## src/design/pidc_pkg.sv

```systemverilog
// Shared widths, register codes and types of the clamped PID controller.
package pidc_pkg;

    // Fixed-point format and field widths.
    localparam int FRAC_BITS = 16;
    localparam int ERR_W     = 32;
    localparam int KP_W      = 23;
    localparam int GAIN_W    = 20;
    localparam int DT_W      = 20;
    localparam int LIM_W     = 20;
    localparam int INTEG_W   = LIM_W + 1;
    localparam int DERIV_W   = LIM_W + 1;

    // Shared multiplier: signed operand times unsigned operand.
    localparam int MUL_A_W = ERR_W + 1;
    localparam int MUL_B_W = KP_W;
    localparam int PROD_W  = MUL_A_W + MUL_B_W + 1;

    // Divider: magnitude of the error difference scaled by the fraction bits.
    localparam int DIFF_W    = ERR_W + 1;
    localparam int DIVQ_W    = DIFF_W + FRAC_BITS;
    localparam int DIV_CNT_W = $clog2(DIVQ_W + 1);

    // Register port.
    localparam int DATA_W    = 32;
    localparam int REG_IDX_W = 3;
    localparam int ADDR_W    = REG_IDX_W + 2;

    localparam logic [REG_IDX_W-1:0] REG_PROP_GAIN   = 3'd0;
    localparam logic [REG_IDX_W-1:0] REG_INTEG_GAIN  = 3'd1;
    localparam logic [REG_IDX_W-1:0] REG_DERIV_GAIN  = 3'd2;
    localparam logic [REG_IDX_W-1:0] REG_STEP_PERIOD = 3'd3;
    localparam logic [REG_IDX_W-1:0] REG_INTEG_LIMIT = 3'd4;
    localparam logic [REG_IDX_W-1:0] REG_DERIV_LIMIT = 3'd5;

    // Status that the divider reports to the sequencer.
    typedef struct packed {
        logic              busy;
        logic [DIVQ_W-1:0] quo;
    } t_div_stat;

endpackage

```

## src/design/pidc_div.sv

```systemverilog
// Restoring unsigned divider that produces one quotient bit per cycle.
module pidc_div (
    input  logic                          i_clk,
    input  logic                          i_rst_n,
    input  logic                          i_start,
    input  logic [pidc_pkg::DIVQ_W-1:0]   i_dividend,
    input  logic [pidc_pkg::DT_W-1:0]     i_divisor,
    output pidc_pkg::t_div_stat           o_stat
);
    import pidc_pkg::*;

    logic [DIV_CNT_W-1:0] r_cnt;
    logic [DIVQ_W-1:0]    r_quo;
    logic [DT_W-1:0]      r_rem;
    logic [DT_W-1:0]      r_dvs;
    logic [DT_W:0]        w_trial;
    logic                 w_fit;

    // The partial remainder stays below the divisor, so the trial needs one extra bit.
    assign w_trial = {r_rem, r_quo[DIVQ_W-1]};
    assign w_fit   = (w_trial >= {1'b0, r_dvs});

    always_ff @(posedge i_clk) begin
        if (!i_rst_n) begin
            r_cnt <= '0;
        end else if (i_start) begin
            r_cnt <= DIV_CNT_W'(DIVQ_W);
        end else if (r_cnt != '0) begin
            r_cnt <= r_cnt - 1'b1;
        end
    end

    always_ff @(posedge i_clk) begin
        if (i_start) begin
            r_quo <= i_dividend;
            r_rem <= '0;
            r_dvs <= i_divisor;
        end else if (r_cnt != '0) begin
            r_quo <= {r_quo[DIVQ_W-2:0], w_fit};
            r_rem <= w_fit ? DT_W'(w_trial - {1'b0, r_dvs}) : w_trial[DT_W-1:0];
        end
    end

    assign o_stat.busy = (r_cnt != '0);
    assign o_stat.quo  = r_quo;

endmodule

```

## config.mk

```make
export PLATFORM = sky130hd
export DESIGN_NAME = pidc_div
export DESIGN_NICKNAME = d
export VERILOG_FILES = /design/src/design/pidc_pkg.sv /design/src/design/pidc_div.sv
export SDC_FILE = /design/constraint.sdc
export NUM_CORES = 1
export LEC_CHECK = 0
export BUFFER_PORTS_ARGS = -buffer_cell sky130_fd_sc_hd__buf_2
export CORE_ASPECT_RATIO = 1.2
export CORE_MARGIN = 1.5
export CORE_UTILIZATION = 58
export CTS_CLUSTER_DIAMETER = 40
export DETAILED_ROUTE_END_ITERATION = 8
export GPL_ROUTABILITY_DRIVEN = 0
export PLACE_DENSITY_LB_ADDON = 0.12
export SLEW_MARGIN = 20
export SYNTH_ARGS = -nofsm -noshare
export SYNTH_HDL_FRONTEND = slang
export SYNTH_SLANG_ARGS = --single-unit
```

## constraint.sdc

```tcl
create_clock -name i_clk -period 4.53 [get_ports i_clk]
set_input_delay 0.2265 -clock i_clk [delete_from_list [all_inputs] [get_ports i_clk]]
set_output_delay 0.2265 -clock i_clk [all_outputs]
set_load 0.01 [all_outputs]
```

# Yosys cells after proc, flatten, opt, wreduce, memory -nomap -nowiden
# Cells that the tools add are included.
# Widths: inputs -> output; s select.
[classes]
add_sub_neg = 2
n_lt_le_gt_ge = 1
n_mux = 5
n_bitwise = 1
n_reduce_logical = 3
[ops]
columns = ["operator", "count"]
rows = [
  ["$mux 49", 2],
  ["$ge 21x20->1", 1],
  ["$mux 20", 1],
  ["$sub 20x20->20", 1],
  ["$mux 6", 2],
  ["$reduce_bool 6->1", 1],
  ["$sub 6x1->6 const B", 1],
  ["$reduce_bool 2->1", 1],
  ["$reduce_or 2->1", 1],
  ["$not 1->1", 1],
]
[totals]
reg_bits = 95
in_bits = 72
output_inout_bits = 50
elab_cells = 17

# Depth between registers and ports, before layout
[logic_depth]
word_depth = 3
ltp_mapped = 11
ltp_nobuf = 11

# Worst setup path after synthesis
# Ideal clock, no wire load.
[synth_path]
path_kind = "register -> register"
start = "register r_cnt[0]"
end = "register r_quo[0], enable pin"
setup_time_ns = 0.477
arrival_time_ns = 2.194
t_required_ns = 4.053
setup_slack_ns = 1.859
path_stages_with_launch = 9
n_path_buf = 1
synth_period_minus_slack_ns = 2.671
path_cell_list = "dfxtp_1 inv_1 ha_1 nand2_1 nor3_1 inv_1 nor2_1 clkbuf_1 inv_1"
[synth_via]
elab_chain_len = 2
[synth_rtl]
columns = ["item", "line", "text"]
rows = [
  ["start, declared", "pidc_div.sv:12", "logic [DIV_CNT_W-1:0] r_cnt;"],
  ["start signal, assigned", "pidc_div.sv:27", "r_cnt <= DIV_CNT_W'(DIVQ_W);"],
  ["start signal, assigned", "pidc_div.sv:29", "r_cnt <= r_cnt - 1'b1;"],
  ["$reduce_bool 6->1", "pidc_div.sv:38", "end else if (r_cnt != '0) begin"],
  ["$reduce_bool 2->1 (no source line)", "n/a", ""],
  ["end signal, assigned", "pidc_div.sv:35", "r_quo <= i_dividend;"],
  ["end signal, assigned", "pidc_div.sv:39", "r_quo <= {r_quo[DIVQ_W-2:0], w_fit};"],
  ["end, declared", "pidc_div.sv:13", "logic [DIVQ_W-1:0] r_quo;"],
]
# Every way passes these cells.
# A chain may end at the register's enable or synchronous reset.

# Final worst setup path
[layout_path]
start = "register r_cnt[0]"
end = "register r_quo[10], enable pin"
# Same word-level chain as after synthesis.

==> key figures <==
Logic synthesis
  – Ys Warns: 0
  – Yosys reg bits: 95
  – Count of different cell masters after synthesis: 51
  – EDFF count, synth: 69
  – Fraction of registers with async set/reset: 0%
  – Dominant cells by area after synthesis: edfxtp_1 (43%), mux2_2 (11%), dfxtp_1 (11%), ha_1 (5.4%), mux2i_1 (3.7%)
  – Synth Instances: 404
  – Simple-gate share of the synthesized area: 8.02%
  – Main synth FF type: edfxtp_1
  – Largest family of logic cells by synthesized area: multiplexers
  – Sequential area share after synthesis: 53.4%
  – Compound-Gate Fraction of Synth Area: 11.5%
  – Syn nets: 498
  – Area share of the largest cell type after synthesis: 42.7%
  – Syn_area_per_cell: 12.0 µm²
  – XOR/XNOR Fraction of Synth Area: 3.07%
  – Leading area contributor after synthesis: edfxtp_1
  – Post-synthesis mux area share: 14.9%
  – Cell Area, Synth: 4850 µm²
  – Adder-Cell Fraction of Synth Area: 5.83%

Global route
  – Pin count of the biggest net entering global routing: 56
  – GRT Resource Usage Total: 23.6%
  – Remaining Overflow, GRT: 0
  – Initial antenna violation count: 0
  – First-pass GRT wire length: 16.1 mm
  – Vias in the first global route: 3537

Route
  – WL final: 10.3 mm
  – DR vias: 3562
  – Antenna viol nets, final: 0
  – Drt pass-1 iters: 4
  – Iter 0 DRT Violations: 119
  – Via/cell ratio: 5.68
  – Routed WL per cell: 16.4 µm
  – Remaining DRCs: 0

CTS
  – Post-CTS Resized: 0
  – CTS Root Cell: clkbuf_8
  – CTS Buffer Depth: 2
  – Postcts setup bufs: 0
  – CTS clock-pin slew for the worst setup and hold paths: 0.10 ns
  – Clk_lat worst skew: 0.36 ns
  – CTS H-tree lvls: 3
  – Post-CTS Hold Buffers: 0
  – CTS tree: yes
  – # clock sinks: 95
  – CTS buffer count: 9

Timing
  – Period utilization: 65.6%
  – Achievable frequency: 336 MHz
  – Setup slack after layout: 1.56 ns
  – Slew @ Worst Pin: 0.987 ns
  – WHS: 0.0374 ns
  – Setup TNS: 0 ns
  – Final hold vios: 0
  – RSZ-0062 raised after global routing: no
  – Setup Viol. Count Final: 0
  – Slew margin rel.: 34.1%
  – Minimum clock period: 2.97 ns
  – Max Slew Vio Count: 0
  – Clock Skews: 0.0130 ns

Setup path
  – WP data required: 4.50 ns
  – R2r setup slk: 1.56 ns
  – Critical Path Start: r_cnt[0]
  – Slowest stage cell, crit path: nor3_1
  – CP cell instances: inv_1 -> ha_1 -> nand2_1 -> nor3_1 -> inv_1 -> nor2_1 -> inv_2
  – R2R Path Start: r_cnt[0]
  – RR Endpoint: r_quo[10]
  – Max incr delay on CP: 0.57 ns
  – Worst setup path category: reg -> reg
  – CP arrival: 2.94 ns
  – CP max FO: 49
  – CP Launch Type: register
  – R2R cell count: 7
  – CP dominant cell by count: inv_1
  – Worst setup EP type: register

Floorplan
  – Die width: 86.5 µm
  – Initial Util: 59.8%
  – Die Y: 103 µm
  – Full die area: 8920 µm²
  – I/O pins: 122
  – Core Rows: 36
  – Core box area: 8110 µm²

Hold path
  – Hold Path End: r_dvs[19]
  – Hold WC Path Type: in -> reg
  – Hold path cells: 1
  – Hold Startpoint: i_divisor[19]

Place
  – Port Buf Inserts: 121
  – Pre-CTS setup slack: 1.57 ns
  – Post-DP HPWL: 7.37 mm

Final layout
  – N_diodes: 0
  – Post-Route Utilization: 70.7%
  – Share of cells above drive strength 1: 36.7%
  – P&R area growth vs syn: 18.2%
  – Final #Nets: 621

Power and ir drop
  – Max IR drop VDD: 0.310 mV
  – Power density over the cells: 437 nW/µm²
  – P_leak: 2.56 nW

Flow run
  – Max Cap Violations: 0

Outcome
  – Status: complete, no violations
worst max path at each step:
stage | slack [ns] | depth (start not counted) | to
floorplan | 1.86 | 8 | r_quo[0]
global placement | 1.61 | 7 | r_quo[14]
detailed placement | 1.57 | 7 | r_quo[14]
CTS | 1.56 | 7 | r_quo[10]
global route | 1.30 | 7 | r_quo[10]
finish | 1.56 | 7 | r_quo[10]
layer usage:
| layer | up-vias | wire length, µm | track usage (%) |
|---|---|---|---|
| li1 | 1732 | - | - |
| met1 | 1707 | 4200 | 27.8 |
| met2 | 102 | 5190 | 40.0 |
| met3 | 21 | 653 | 7.14 |
| met4 | 0 | 250 | 10.7 |
| met5 | - | 0 | 0 |
cell usage after synthesis, types with 9 or more instances:
cell      count
a21oi_1      19
dfxtp_1      26
o21ai_0      18
nand2_1      24
edfxtp_1     69
mux2_2       48
nor2_1       28
clkbuf_1      9
inv_1        28
mux2i_1      18
xnor2_1      11
ha_1         21
through the flow:
| step | instance area [µm²] | std cells | power (W) |
|---|---|---|---|
| 2_1_floorplan | 4850 | 404 | 0.00173 |
| 3_3_place_gp | 5540 | 611 | 0.00194 |
| 3_5_place_dp | 5540 | 611 | 0.00196 |
| 4_1_cts | 5730 | 627 | 0.00251 |
| 5_1_grt | 5730 | 627 | 0.00264 |
| 6_report | 5730 | 627 | 0.00251 |
kinds of logic after synthesis:
kind of cell,after synthesis
adder cells (fa/ha/maj),22
buffers and inverters,40
flip-flops,95
AND/OR/NAND/NOR,82
XOR/XNOR,17
AO/OA/AOI/OAI,82
multiplexers,66
cell type report:
cell class / count / area [µm²]
multi-input combinational: 269 / 2100
inverter: 28 / 105
sequential: 95 / 2590
timing repair buffer: 124 / 631
clock buffer: 10 / 128
tap: 95 / 119
clock inverter: 6 / 61.3
fill: 614 / 2370
placed cells by master (no fill, tap or decap), types with 3 or more instances in the layout:
cell type | netlist | layout
nand2_1 | 24 | 24
o21a_1 | 7 | 7
clkbuf_8 | 0 | 9
xor2_1 | 6 | 6
o31ai_1 | 3 | 3
a21oi_2 | 3 | 3
ha_1 | 21 | 21
o21ai_0 | 18 | 18
nand2b_1 | 4 | 4
mux2i_1 | 18 | 18
xnor2_1 | 11 | 11
nor2_1 | 28 | 28
nor3_1 | 7 | 7
nor2b_1 | 5 | 5
edfxtp_1 | 69 | 69
buf_2 | 0 | 120
a21oi_1 | 19 | 19
inv_1 | 28 | 27
and2_1 | 3 | 3
mux2_2 | 48 | 48
buf_4 | 1 | 4
a211oi_1 | 7 | 7
a21o_1 | 3 | 3
dfxtp_1 | 26 | 26
state kept, by name, indices dropped and copies added (netlist names):
name,cells
r_cnt,6
r_quo,49
r_rem,20
r_dvs,20
worst max-delay path, delay by kind of cell, from the launching register on:
family        cells  cell delay (ns)
buf+inv           3             1.03
fa+ha+maj         1             0.24
flops             1             0.35
simple gates      3             0.94
power by group:
group / internal [W] / total, W / switching [W]
Sequential: 0.00109 / 0.00118 / 0.0000843
Clock: 0.000253 / 0.000553 / 0.000300
Combinational: 0.000351 / 0.000778 / 0.000427
Power figures use the tool's default switching activity.
